**src/rtl/smtt_pkg.sv**
```systemverilog
package smtt_pkg;

    // Operation codes
    localparam logic [2:0] OP_TICK   = 3'd0;
    localparam logic [2:0] OP_ALLOC  = 3'd1;
    localparam logic [2:0] OP_FREE   = 3'd2;
    localparam logic [2:0] OP_BIND   = 3'd3;
    localparam logic [2:0] OP_ARM    = 3'd4;
    localparam logic [2:0] OP_CANCEL = 3'd5;
    localparam logic [2:0] OP_CALL   = 3'd6;

    // Result kinds
    localparam logic [1:0] K_DONE   = 2'd0;
    localparam logic [1:0] K_ALLOC  = 2'd1;
    localparam logic [1:0] K_EXPIRE = 2'd2;
    localparam logic [1:0] K_CANCEL = 2'd3;

    // Slot states
    localparam logic [1:0] ST_FREE  = 2'd0;
    localparam logic [1:0] ST_ALLOC = 2'd1;
    localparam logic [1:0] ST_RUN   = 2'd2;

    localparam logic [31:0] NEVER      = 32'hffff_ffff;
    localparam int          MAX_EXPIRE = 32;

    typedef struct packed {
        logic [2:0]         operation;
        logic [4:0]         timer_index;
        logic [7:0]         queue_id;
        logic signed [31:0] message;
        logic               auto_cancel;
        logic [31:0]        delay;
    } t_cmd_in;

    typedef struct packed {
        logic [1:0]         kind;
        logic [4:0]         slot;
        logic [7:0]         dest_queue;
        logic signed [31:0] payload;
        logic               ok;
        logic               sched_req;
        logic               last;
    } t_result;

    // Datapath micro-operations
    typedef enum logic [4:0] {
        U_NOP, U_LATCH, U_TICK, U_EXP, U_TFIN, U_ALLOC, U_CHK, U_FIN,
        U_CSCAN, U_CPOST, U_U0, U_UHEAD, U_UWALK, U_I0, U_ILINK, U_IDL, U_IW
    } t_uop;

    typedef struct packed {
        t_uop uop;
    } t_ctl;

    typedef struct packed {
        logic [2:0] op;
        logic       due;
        logic       exp_stop;
        logic       is_free;
        logic       is_run;
        logic       at_last;
        logic       hit_head;
        logic       link_hit;
        logic       walk_end;
        logic       d_le;
        logic       ti_ok;
        logic       cs_match;
    } t_stat;

endpackage

```
**src/rtl/smtt_ctrl.sv**
```systemverilog
module smtt_ctrl (
    input  logic             i_clk,
    input  logic             i_rst_n,
    input  logic             i_start,
    input  logic [2:0]       i_op,
    input  smtt_pkg::t_stat  i_stat,
    output logic             o_busy,
    output smtt_pkg::t_ctl   o_ctl
);

    typedef enum logic [4:0] {
        S_IDLE, S_TICK, S_TCHK, S_EXP, S_TFIN, S_ALLOC, S_CHK, S_FIN, S_CSCAN,
        S_CPOST, S_U0, S_UHEAD, S_UWALK, S_I0, S_ILINK, S_IDL, S_IW
    } t_state;

    t_state r_state;
    t_state n_ret;

    // Return point after an unlink
    assign n_ret = (i_stat.op == smtt_pkg::OP_CALL) ? S_CPOST : S_FIN;

    assign o_busy = (r_state != S_IDLE);

    // Micro-op per state
    always_comb begin
        unique case (r_state)
            S_IDLE:  o_ctl.uop = i_start ? smtt_pkg::U_LATCH : smtt_pkg::U_NOP;
            S_TICK:  o_ctl.uop = smtt_pkg::U_TICK;
            S_TCHK:  o_ctl.uop = smtt_pkg::U_NOP;
            S_EXP:   o_ctl.uop = smtt_pkg::U_EXP;
            S_TFIN:  o_ctl.uop = smtt_pkg::U_TFIN;
            S_ALLOC: o_ctl.uop = smtt_pkg::U_ALLOC;
            S_CHK:   o_ctl.uop = smtt_pkg::U_CHK;
            S_FIN:   o_ctl.uop = smtt_pkg::U_FIN;
            S_CSCAN: o_ctl.uop = smtt_pkg::U_CSCAN;
            S_CPOST: o_ctl.uop = smtt_pkg::U_CPOST;
            S_U0:    o_ctl.uop = smtt_pkg::U_U0;
            S_UHEAD: o_ctl.uop = smtt_pkg::U_UHEAD;
            S_UWALK: o_ctl.uop = smtt_pkg::U_UWALK;
            S_I0:    o_ctl.uop = smtt_pkg::U_I0;
            S_ILINK: o_ctl.uop = smtt_pkg::U_ILINK;
            S_IDL:   o_ctl.uop = smtt_pkg::U_IDL;
            S_IW:    o_ctl.uop = smtt_pkg::U_IW;
            default: o_ctl.uop = smtt_pkg::U_NOP;
        endcase
    end

    // State register
    always_ff @(posedge i_clk) begin
        if (!i_rst_n) begin
            r_state <= S_IDLE;
        end else begin
            unique case (r_state)
                S_IDLE: begin
                    if (i_start) begin
                        unique case (i_op) inside
                            smtt_pkg::OP_TICK:  r_state <= S_TICK;
                            smtt_pkg::OP_ALLOC: r_state <= S_ALLOC;
                            smtt_pkg::OP_FREE, smtt_pkg::OP_BIND,
                            smtt_pkg::OP_ARM, smtt_pkg::OP_CANCEL: r_state <= S_CHK;
                            smtt_pkg::OP_CALL:  r_state <= S_CSCAN;
                            default:            r_state <= S_FIN;
                        endcase
                    end
                end
                S_TICK:  r_state <= S_TCHK;
                S_TCHK:  r_state <= i_stat.due ? S_EXP : S_TFIN;
                S_EXP:   if (i_stat.exp_stop) r_state <= S_TFIN;
                S_TFIN:  r_state <= S_IDLE;
                S_ALLOC: if (i_stat.is_free || i_stat.at_last) r_state <= S_IDLE;
                S_CHK: begin
                    if (i_stat.op == smtt_pkg::OP_ARM && i_stat.ti_ok && !i_stat.is_run)
                        r_state <= S_I0;
                    else if ((i_stat.op == smtt_pkg::OP_FREE ||
                              i_stat.op == smtt_pkg::OP_CANCEL) &&
                             i_stat.ti_ok && i_stat.is_run)
                        r_state <= S_U0;
                    else
                        r_state <= S_FIN;
                end
                S_FIN:   r_state <= S_IDLE;
                S_CSCAN: begin
                    if (i_stat.cs_match && i_stat.is_run)
                        r_state <= S_U0;
                    else if (i_stat.at_last)
                        r_state <= S_FIN;
                end
                S_CPOST: r_state <= i_stat.at_last ? S_FIN : S_CSCAN;
                S_U0:    r_state <= i_stat.hit_head ? S_UHEAD : S_UWALK;
                S_UHEAD: r_state <= n_ret;
                S_UWALK: if (i_stat.link_hit || i_stat.walk_end) r_state <= n_ret;
                S_I0:    r_state <= i_stat.d_le ? S_FIN : S_ILINK;
                S_ILINK: r_state <= S_IDL;
                S_IDL: begin
                    if (i_stat.d_le)
                        r_state <= S_IW;
                    else if (i_stat.walk_end)
                        r_state <= S_FIN;
                    else
                        r_state <= S_ILINK;
                end
                S_IW:    r_state <= S_FIN;
                default: r_state <= S_IDLE;
            endcase
        end
    end

endmodule

```
**src/rtl/smtt_datapath.sv**
```systemverilog
module smtt_datapath #(
    parameter int TIMER_SLOTS = 32
) (
    input  logic               i_clk,
    input  logic               i_rst_n,
    input  smtt_pkg::t_cmd_in  i_cmd,
    input  logic               i_cfg_we,
    input  logic [4:0]         i_cfg_data,
    input  smtt_pkg::t_ctl     i_ctl,
    output smtt_pkg::t_stat    o_stat,
    output smtt_pkg::t_result  o_result,
    output logic               o_result_valid
);

    localparam int IW   = $clog2(TIMER_SLOTS);
    localparam int CMAX = (TIMER_SLOTS > smtt_pkg::MAX_EXPIRE) ? TIMER_SLOTS
                                                               : smtt_pkg::MAX_EXPIRE;
    localparam int CW   = $clog2(CMAX + 1);

    // Slot state (reset) and slot stores (no reset)
    logic [1:0]         r_status [TIMER_SLOTS];
    logic               r_mark   [TIMER_SLOTS];
    logic [7:0]         m_queue  [TIMER_SLOTS];
    logic signed [31:0] m_msg    [TIMER_SLOTS];
    logic [31:0]        m_dl     [TIMER_SLOTS];
    logic [IW-1:0]      m_link   [TIMER_SLOTS];

    logic [IW-1:0] r_head;
    logic [31:0]   r_earliest;
    logic [31:0]   r_tick;
    logic [4:0]    r_task;

    // Per-transaction working registers
    logic [2:0]         r_op;
    logic [4:0]         r_ti;
    logic [7:0]         r_qid;
    logic signed [31:0] r_msg;
    logic               r_ac;
    logic [31:0]        r_dly;
    logic [IW-1:0]      r_addr;
    logic [IW-1:0]      r_idx;
    logic [IW-1:0]      r_nidx;
    logic [IW-1:0]      r_p;
    logic [CW-1:0]      r_cnt;
    logic [31:0]        r_d;
    logic               r_ok;
    logic               r_ts;

    smtt_pkg::t_result  r_res;
    logic               r_res_valid;

    logic [1:0]         rd_stat;
    logic               rd_mark;
    logic [7:0]         rd_queue;
    logic signed [31:0] rd_msg;
    logic [IW-1:0]      rd_link;
    logic [31:0]        rd_dl;
    logic [31:0]        arm_dl;

    logic               st_we, mark_we, link_we, dl_we, qm_we;
    logic [IW-1:0]      st_wa, mark_wa, link_wa;
    logic [1:0]         st_wd;
    logic               mark_wd;
    logic [IW-1:0]      link_wd;

    function automatic smtt_pkg::t_result mk_res(
        input logic [1:0] kind, input logic [4:0] slot, input logic [7:0] q,
        input logic signed [31:0] pay, input logic ok, input logic ts, input logic last
    );
        smtt_pkg::t_result r;
        r.kind        = kind;
        r.slot        = slot;
        r.dest_queue  = q;
        r.payload     = pay;
        r.ok          = ok;
        r.sched_req   = ts;
        r.last        = last;
        return r;
    endfunction

    // Single read port at the working address; the sentinel deadline is fixed
    assign rd_stat  = r_status[r_addr];
    assign rd_mark  = r_mark[r_addr];
    assign rd_queue = m_queue[r_addr];
    assign rd_msg   = m_msg[r_addr];
    assign rd_link  = m_link[r_addr];
    assign rd_dl    = (r_addr == '0) ? smtt_pkg::NEVER : m_dl[r_addr];
    assign arm_dl   = r_tick + r_dly;

    // Status flags to the controller
    always_comb begin
        o_stat.op       = r_op;
        o_stat.due      = (r_earliest <= r_tick);
        o_stat.exp_stop = (r_addr == '0) || (rd_dl > r_tick) ||
                          (r_cnt == CW'(smtt_pkg::MAX_EXPIRE));
        o_stat.is_free  = (rd_stat == smtt_pkg::ST_FREE);
        o_stat.is_run   = (rd_stat == smtt_pkg::ST_RUN);
        o_stat.at_last  = (r_addr == IW'(TIMER_SLOTS - 1));
        o_stat.hit_head = (r_head == r_idx);
        o_stat.link_hit = (rd_link == r_idx);
        o_stat.walk_end = (r_cnt == CW'(TIMER_SLOTS - 1));
        o_stat.d_le     = (r_d <= rd_dl);
        o_stat.ti_ok    = (r_ti != 5'd0) && ({27'd0, r_ti} < 32'(TIMER_SLOTS));
        o_stat.cs_match = (rd_stat != smtt_pkg::ST_FREE) && rd_mark && (rd_queue == r_qid);
    end

    // Store write selection
    always_comb begin
        st_we   = 1'b0;
        st_wa   = r_addr;
        st_wd   = smtt_pkg::ST_FREE;
        mark_we = 1'b0;
        mark_wa = r_addr;
        mark_wd = 1'b0;
        link_we = 1'b0;
        link_wa = r_addr;
        link_wd = r_nidx;
        dl_we   = 1'b0;
        qm_we   = 1'b0;
        case (i_ctl.uop)
            smtt_pkg::U_EXP: begin
                if (!o_stat.exp_stop) begin
                    st_we = 1'b1;
                    st_wd = smtt_pkg::ST_ALLOC;
                end
            end
            smtt_pkg::U_ALLOC: begin
                if (o_stat.is_free) begin
                    st_we   = 1'b1;
                    st_wd   = smtt_pkg::ST_ALLOC;
                    mark_we = 1'b1;
                end
            end
            smtt_pkg::U_CHK: begin
                if (r_op == smtt_pkg::OP_ARM && o_stat.ti_ok && !o_stat.is_run) begin
                    st_we = 1'b1;
                    st_wa = r_idx;
                    st_wd = smtt_pkg::ST_RUN;
                    dl_we = 1'b1;
                end
            end
            smtt_pkg::U_FIN: begin
                if (r_ok) begin
                    case (r_op)
                        smtt_pkg::OP_BIND: begin
                            qm_we   = 1'b1;
                            mark_we = 1'b1;
                            mark_wa = r_idx;
                            mark_wd = r_ac;
                        end
                        smtt_pkg::OP_FREE: begin
                            st_we = 1'b1;
                            st_wa = r_idx;
                        end
                        smtt_pkg::OP_CANCEL: begin
                            st_we = 1'b1;
                            st_wa = r_idx;
                            st_wd = smtt_pkg::ST_ALLOC;
                        end
                        default: ;
                    endcase
                end
            end
            smtt_pkg::U_CSCAN: begin
                if (o_stat.cs_match && !o_stat.is_run)
                    st_we = 1'b1;
            end
            smtt_pkg::U_CPOST: begin
                st_we = 1'b1;
                st_wa = r_idx;
            end
            smtt_pkg::U_UWALK: begin
                if (o_stat.link_hit)
                    link_we = 1'b1;
            end
            smtt_pkg::U_I0: begin
                if (o_stat.d_le) begin
                    link_we = 1'b1;
                    link_wa = r_idx;
                    link_wd = r_addr;
                end
            end
            smtt_pkg::U_IDL: begin
                if (o_stat.d_le) begin
                    link_we = 1'b1;
                    link_wa = r_p;
                    link_wd = r_idx;
                end
            end
            smtt_pkg::U_IW: begin
                link_we = 1'b1;
                link_wa = r_idx;
            end
            default: ;
        endcase
    end

    // Slot stores without reset
    always_ff @(posedge i_clk) begin
        if (link_we)
            m_link[link_wa] <= link_wd;
        if (dl_we)
            m_dl[r_idx] <= arm_dl;
        if (qm_we) begin
            m_queue[r_idx] <= r_qid;
            m_msg[r_idx]   <= r_msg;
        end
    end

    // Slot state with reset: all free, sentinel running
    always_ff @(posedge i_clk) begin
        if (!i_rst_n) begin
            for (int i = 0; i < TIMER_SLOTS; i++) begin
                r_status[i] <= (i == 0) ? smtt_pkg::ST_RUN : smtt_pkg::ST_FREE;
                r_mark[i]   <= 1'b0;
            end
        end else begin
            if (st_we)
                r_status[st_wa] <= st_wd;
            if (mark_we)
                r_mark[mark_wa] <= mark_wd;
        end
    end

    // List head, counters, working registers and result register
    always_ff @(posedge i_clk) begin
        if (!i_rst_n) begin
            r_head      <= '0;
            r_earliest  <= smtt_pkg::NEVER;
            r_tick      <= '0;
            r_task      <= '0;
            r_res_valid <= 1'b0;
        end else begin
            r_res_valid <= 1'b0;
            if (i_cfg_we)
                r_task <= i_cfg_data;
            case (i_ctl.uop)
                smtt_pkg::U_LATCH: begin
                    r_op  <= i_cmd.operation;
                    r_ti  <= i_cmd.timer_index;
                    r_qid <= i_cmd.queue_id;
                    r_msg <= i_cmd.message;
                    r_ac  <= i_cmd.auto_cancel;
                    r_dly <= i_cmd.delay;
                    r_idx <= IW'(i_cmd.timer_index);
                    r_ok  <= 1'b0;
                    r_ts  <= 1'b0;
                    r_cnt <= '0;
                    if (i_cmd.operation == smtt_pkg::OP_ALLOC)
                        r_addr <= '0;
                    else if (i_cmd.operation == smtt_pkg::OP_CALL)
                        r_addr <= IW'(1);
                    else
                        r_addr <= IW'(i_cmd.timer_index);
                end
                smtt_pkg::U_TICK: begin
                    r_tick <= r_tick + 32'd1;
                    r_addr <= r_head;
                    r_cnt  <= '0;
                end
                smtt_pkg::U_EXP: begin
                    if (o_stat.exp_stop) begin
                        r_earliest <= rd_dl;
                    end else begin
                        r_head <= rd_link;
                        r_addr <= rd_link;
                        r_cnt  <= r_cnt + CW'(1);
                        if (32'(r_addr) == 32'(r_task)) begin
                            r_ts <= 1'b1;
                        end else begin
                            r_res_valid <= 1'b1;
                            r_res <= mk_res(smtt_pkg::K_EXPIRE, 5'(r_addr), rd_queue,
                                            rd_msg, 1'b0, 1'b0, 1'b0);
                        end
                    end
                end
                smtt_pkg::U_TFIN: begin
                    r_res_valid <= 1'b1;
                    r_res <= mk_res(smtt_pkg::K_DONE, 5'd0, 8'd0, 32'sd0, 1'b0, r_ts, 1'b1);
                end
                smtt_pkg::U_ALLOC: begin
                    if (o_stat.is_free) begin
                        r_res_valid <= 1'b1;
                        r_res <= mk_res(smtt_pkg::K_ALLOC, 5'(r_addr), 8'd0, 32'sd0,
                                        1'b1, 1'b0, 1'b1);
                    end else if (o_stat.at_last) begin
                        r_res_valid <= 1'b1;
                        r_res <= mk_res(smtt_pkg::K_ALLOC, 5'd0, 8'd0, 32'sd0,
                                        1'b0, 1'b0, 1'b1);
                    end else begin
                        r_addr <= r_addr + IW'(1);
                    end
                end
                smtt_pkg::U_CHK: begin
                    case (r_op)
                        smtt_pkg::OP_ARM: begin
                            r_ok <= o_stat.ti_ok && !o_stat.is_run;
                            r_d    <= arm_dl;
                            r_addr <= r_head;
                        end
                        smtt_pkg::OP_CANCEL: r_ok <= o_stat.ti_ok && o_stat.is_run;
                        default:             r_ok <= o_stat.ti_ok;
                    endcase
                end
                smtt_pkg::U_FIN: begin
                    r_res_valid <= 1'b1;
                    case (r_op) inside
                        smtt_pkg::OP_CANCEL:
                            r_res <= mk_res(smtt_pkg::K_CANCEL, r_ti, 8'd0, 32'sd0,
                                            r_ok, 1'b0, 1'b1);
                        smtt_pkg::OP_FREE, smtt_pkg::OP_BIND, smtt_pkg::OP_ARM:
                            r_res <= mk_res(smtt_pkg::K_DONE, r_ti, 8'd0, 32'sd0,
                                            r_ok, 1'b0, 1'b1);
                        default:
                            r_res <= mk_res(smtt_pkg::K_DONE, 5'd0, 8'd0, 32'sd0,
                                            r_ok, 1'b0, 1'b1);
                    endcase
                end
                smtt_pkg::U_CSCAN: begin
                    if (o_stat.cs_match && o_stat.is_run) begin
                        r_idx <= r_addr;
                    end else begin
                        if (o_stat.cs_match)
                            r_ok <= 1'b1;
                        if (!o_stat.at_last)
                            r_addr <= r_addr + IW'(1);
                    end
                end
                smtt_pkg::U_CPOST: begin
                    r_ok <= 1'b1;
                    if (!o_stat.at_last)
                        r_addr <= r_addr + IW'(1);
                end
                smtt_pkg::U_U0: begin
                    r_nidx <= rd_link;
                    r_cnt  <= '0;
                    if (o_stat.hit_head) begin
                        r_head <= rd_link;
                        r_addr <= rd_link;
                    end else begin
                        r_addr <= r_head;
                    end
                end
                smtt_pkg::U_UHEAD: begin
                    r_earliest <= rd_dl;
                    r_addr     <= r_idx;
                end
                smtt_pkg::U_UWALK: begin
                    if (o_stat.link_hit || o_stat.walk_end) begin
                        r_addr <= r_idx;
                    end else begin
                        r_addr <= rd_link;
                        r_cnt  <= r_cnt + CW'(1);
                    end
                end
                smtt_pkg::U_I0: begin
                    r_cnt <= '0;
                    if (o_stat.d_le) begin
                        r_head     <= r_idx;
                        r_earliest <= r_d;
                    end
                end
                smtt_pkg::U_ILINK: begin
                    r_p    <= r_addr;
                    r_addr <= rd_link;
                end
                smtt_pkg::U_IDL: begin
                    if (o_stat.d_le)
                        r_nidx <= r_addr;
                    else
                        r_cnt <= r_cnt + CW'(1);
                end
                default: ;
            endcase
        end
    end

    assign o_result       = r_res;
    assign o_result_valid = r_res_valid;

endmodule

```
**src/rtl/sorted_multi_timer_table.sv**
```systemverilog
// Channel   | Ports                              | Transaction
// ----------+------------------------------------+----------------------------------
// command   | i_start, o_busy, i_cmd             | taken when i_start & !o_busy
// result    | o_result_valid, o_result           | one cycle per strobe, no backpressure
// config    | i_cfg_we, i_cfg_data               | task timer slot, written on i_cfg_we
//
// One command at a time; o_busy falls in the cycle its last result is on o_result.
// Tick: when a timer is due, one expiry step per expired timer plus a stop step.
// Alloc and cancel-all scan the slots, one per cycle, with cancel-all pausing to
// unlink each running match; list insert walks a link and a compare step per entry;
// unlink one step plus one per entry walked; worst: cancel-all unlinking every timer.
// Synchronous active-low reset: all slots free, sentinel slot 0 running; no stalls.
module sorted_multi_timer_table #(
    parameter int TIMER_SLOTS = 32
) (
    input  logic               i_clk,
    input  logic               i_rst_n,
    input  logic               i_start,
    output logic               o_busy,
    input  smtt_pkg::t_cmd_in  i_cmd,
    output logic               o_result_valid,
    output smtt_pkg::t_result  o_result,
    input  logic               i_cfg_we,
    input  logic [4:0]         i_cfg_data
);

    smtt_pkg::t_ctl  ctl;
    smtt_pkg::t_stat stat;

    // Sequencer
    smtt_ctrl u_ctrl (
        .i_clk   (i_clk),
        .i_rst_n (i_rst_n),
        .i_start (i_start),
        .i_op    (i_cmd.operation),
        .i_stat  (stat),
        .o_busy  (o_busy),
        .o_ctl   (ctl)
    );

    // Slot stores and list registers
    smtt_datapath #(
        .TIMER_SLOTS (TIMER_SLOTS)
    ) u_dp (
        .i_clk          (i_clk),
        .i_rst_n        (i_rst_n),
        .i_cmd          (i_cmd),
        .i_cfg_we       (i_cfg_we),
        .i_cfg_data     (i_cfg_data),
        .i_ctl          (ctl),
        .o_stat         (stat),
        .o_result       (o_result),
        .o_result_valid (o_result_valid)
    );

endmodule

```
**config.mk**
```make
export PLATFORM = sky130hd
export DESIGN_NAME = sorted_multi_timer_table
export DESIGN_NICKNAME = d
export VERILOG_FILES = /design/src/rtl/smtt_pkg.sv /design/src/rtl/smtt_ctrl.sv /design/src/rtl/smtt_datapath.sv /design/src/rtl/sorted_multi_timer_table.sv
export SDC_FILE = /design/constraint.sdc
export NUM_CORES = 2
export LEC_CHECK = 0
export ABC_CLOCK_PERIOD_IN_PS = 13580
export BUFFER_PORTS_ARGS = -buffer_cell sky130_fd_sc_hd__buf_2
export CAP_MARGIN = 40
export CORE_ASPECT_RATIO = 1.1
export CORE_MARGIN = 2
export CORE_UTILIZATION = 60
export CTS_CLUSTER_DIAMETER = 150
export CTS_CLUSTER_SIZE = 8
export DETAILED_ROUTE_END_ITERATION = 6
export GPL_ROUTABILITY_DRIVEN = 0
export PLACE_DENSITY = 0.83
export SLEW_MARGIN = 15
export SYNTH_ARGS = -nofsm -noshare
export SYNTH_HDL_FRONTEND = slang
export SYNTH_SLANG_ARGS = --single-unit
```
**constraint.sdc**
```tcl
create_clock -name i_clk -period 13.58 [get_ports i_clk]
set_clock_uncertainty 0.15 [all_clocks]
set_input_delay 0.679 -clock i_clk [delete_from_list [all_inputs] [get_ports i_clk]]
set_output_delay 0.679 -clock i_clk [all_outputs]
set_load 0.02 [all_outputs]
```
==> summary.md <==
| Metric | Value |
|---|---|
| Layout Nets | `6689` |
| Via count | `69500` |
| Crit. End Element | `register` |
| Relative slew slack | `0.314` |
| Initial antenna violation count | `12` |
| Status | `finished, final reports clean` |
| First DRT Iteration DRCs | `13100` |
| GRT overflow | `0` |
| Core Util, Final | `0.700` |
| Final setup viols | `0` |
| Clk slew on worst S/H paths | `50 ps` |
| Core box area | `190000 um^2` |
| Mux contribution to synthesized area | `0.161` |
| Largest family of logic cells by synthesized area | `multiplexers` |
| Setup TNS | `0 ps` |
| Hold Fails Final Rpt | `0` |
| Worst hold path type | `in -> reg` |
| # DRC | `0` |
| Proportion of layout cells with a drive suffix above 1 | `0.265` |
| Drt total wl | `372000 um` |
| Final critical-path share of the clock period | `0.629` |
| Startpoint Class | `register` |
| Main synth FF type | `edfxtp_1` |
| Vias in the first global route | `69600` |
| Crit path kind | `reg -> reg` |
| CTS Sinks | `2836` |
| Area growth syn-to-layout | `16.2%` |
| Die Y | `462 um` |
| Synth cell types | `96` |
| Number of synthesized flops with an enable pin | `2719` |
| Hold Slack | `136 ps` |
| Post-synthesis sequential element count | `2836` |
| WP data arrival | `8950 ps` |
| Crit-path slowest cell | `buf_4` |
| Die extent in x | `420 um` |
| Synth Area in Simple Gates | `0.0418` |
| Slew @ Worst Pin | `1030 ps` |
| Critical path's top delay family | `simple AND/OR/NAND/NOR gates` |
| CP max FO | `131` |
| CTS root buffer | `clkbuf_16` |
| Post-detailed-route count of antenna-violating nets | `0` |
| Avg WL per Cell | `40.7 um` |
| I/O Buffers | `141` |
| Slew Viols, Final | `0` |
| TritonRoute pass-1 iters | `7` |
| Ys async rst share | `0` |
| Pin count of the biggest net entering global routing | `132` |
| Pwr dens | `205 nW/um^2` |
| CTS H-Tree Depth | `5` |
| Initial core utilization | `0.602` |
| RSZ-0062 raised after global routing | `no` |
| MaxCap Viol Count | `0` |
| Clk Latency, worst-skew pair | `1020 ps` |
| Clock buffer depth | `4` |
| Fmax | `117 MHz` |
| Mean Syn Cell Area | `19.5 um^2` |
| Io pins | `142` |
| Syn Inst Count | `5853` |
| Vias per inst | `7.60` |
| Post-synthesis sequential area ratio | `0.734` |
| Post-synthesis compound-gate area fraction | `0.0262` |
| Post-Synth XOR/XNOR Area | `0.00651` |
| CTS tree | `done` |
| Post-Syn Nets | `6077` |
| Cell Area, Synth | `114000 um^2` |
| Hpwl dp | `175000 um` |
| CP Cell Sequence | `buf_4, buf_12, mux4_2, mux4_2, nand2_1, nand3_1, inv_1, ha_1, nand4_1, nor4_1, clkdlybuf4s15_2, nand3_1, nand2_1, a31oi_1, nor3_2, buf_4, nor2_1, a221o_1, nand3b_1, nor2_1` |
| LEAKAGE | `43.7 nW` |
| First-pass GRT wire length | `507000 um` |
| Setup slack after layout | `5030 ps` |
| FP Rows | `168` |
| Crit path buf inv count | `5` |
| TritonCTS Buffers | `405` |
| Finished Layout Cells | `9140` |
| Die Footprint | `194000 um^2` |
| Place WS | `5690 ps` |
| Inst Count DP | `8468` |
| Gr usage total | `0.374` |
| Worst IR drop on VDD | `211 uV` |
| Adder-cell share of the synthesized area | `0.0147` |
| Req. time, crit path | `13980 ps` |
| Most frequent cells in the layout | `edfxtp_1 (2719), mux4_2 (741), clkbuf_16 (408), nor2_1 (309), nand2_1 (268)` |
| Commonest non-fill, non-tap cell in the layout | `edfxtp_1` |
| YS warnings | `0` |
| Period minus WS final | `8550 ps` |
| Fillers | `10500` |
| CP peak stage delay | `800 ps` |
-- per-stage QoR --
step           power, mW  instance area, um^2
3_3_place_gp        17.1               119000
3_5_place_dp        17.5               120000
5_1_grt             27.8               133000
6_report            27.3               133000
4_1_cts             26.8               132000
2_1_floorplan       15.4               114000
-- routing by layer --
layer | vias to the layer above | track usage | wire, um
met1 | 34100 | 0.442 | 109000
met4 | 12 | 0.274 | 36600
li1 | 25000 | - | -
met5 | - | 0 | 83
met2 | 8003 | 0.600 | 176000
met3 | 2315 | 0.0922 | 50400
-- where the power goes --
part           switching (mW)  leakage (nW)  internal [mW]  total, mW
clock network            3.73          5.23           5.36       9.09
registers               0.255          25.5           9.98       10.2
logic                    4.59          13.0           3.35       7.94
-- cells in the mapped netlist, types with 16 or more instances --
cell / n / area (um^2)
a21o_1: 25 / 188
and3_1: 26 / 163
dfxtp_1: 117 / 2340
o311ai_0: 33 / 289
edfxtp_1: 2719 / 81600
nand3_1: 108 / 541
o21a_1: 17 / 128
xnor2_1: 61 / 534
buf_1: 38 / 143
mux2i_1: 154 / 1540
mux4_2: 741 / 16700
nand2_1: 268 / 1010
nand4_1: 40 / 250
clkbuf_1: 144 / 541
nor2_1: 375 / 1410
inv_1: 93 / 349
nand2b_1: 21 / 131
nor2b_1: 38 / 238
buf_2: 96 / 480
nor3_1: 66 / 330
ha_1: 133 / 1660
xor2_1: 24 / 210
o21ai_1: 18 / 90.1
o21ai_0: 89 / 445
mux2_2: 16 / 180
a21oi_1: 105 / 526
a22oi_1: 36 / 270
-- cell type report --
type	count	area, um^2	share of cell area
flip-flops and latches	2836	84000	0.632
multi-input cells	2618	29400	0.221
clock buffers	511	10600	0.0797
repair buffers	508	5220	0.0393
well taps	2550	3190	0.0240
inverters	96	363	0.00273
clock inverters	14	179	0.00135
diodes	7	17.5	0.000132
-- cell families (layout without fill, tap and decap cells) --
logic type,after synthesis,count (layout)
fa+ha+maj,134,134
compound gates,449,449
simple gates,1036,1036
mux,914,914
other cells,0,7
flops,2836,2836
xor+xnor,85,85
buf+inv,399,1129
-- worst paths after layout --
check / slack, ps / cells past startpoint / from / end
min: 140 / 3 / i_start / u_ctrl.r_state[3]
max reg2reg: 5030 / 20 / register / u_dp.m_link[24][1]
min reg2reg: 310 / 2 / u_dp.r_mark[18] / u_dp.r_mark[18]
max: 5030 / 20 / register / u_dp.m_link[24][1]
-- worst min-delay path: stages --
cell     delay (ps)
buf_2           160
o32ai_1         200
o31ai_1         110
-- state kept, by name, summed over array words and instances (netlist names), 6 cells and up, named ones only --
signal and flops:
u_dp.o_result 50, u_dp.r_status 64, u_dp.r_earliest 32, u_dp.m_queue 256
u_dp.r_tick 32, u_dp.r_dly 32, u_dp.m_msg 1024, u_dp.r_qid 8
u_dp.r_msg 32, u_dp.r_d 32, u_dp.r_cnt 6, u_dp.m_dl 1024
u_dp.r_mark 32, u_dp.m_link 160
-- timing repair --
action,4_1_cts,5_1_grt
setup endpoints to repair,0,0
resized for setup,0,0
hold buffers,91,0
endpoints found under the hold margin,91,0
setup buffers,0,0
Power figures use the tool's default switching activity.
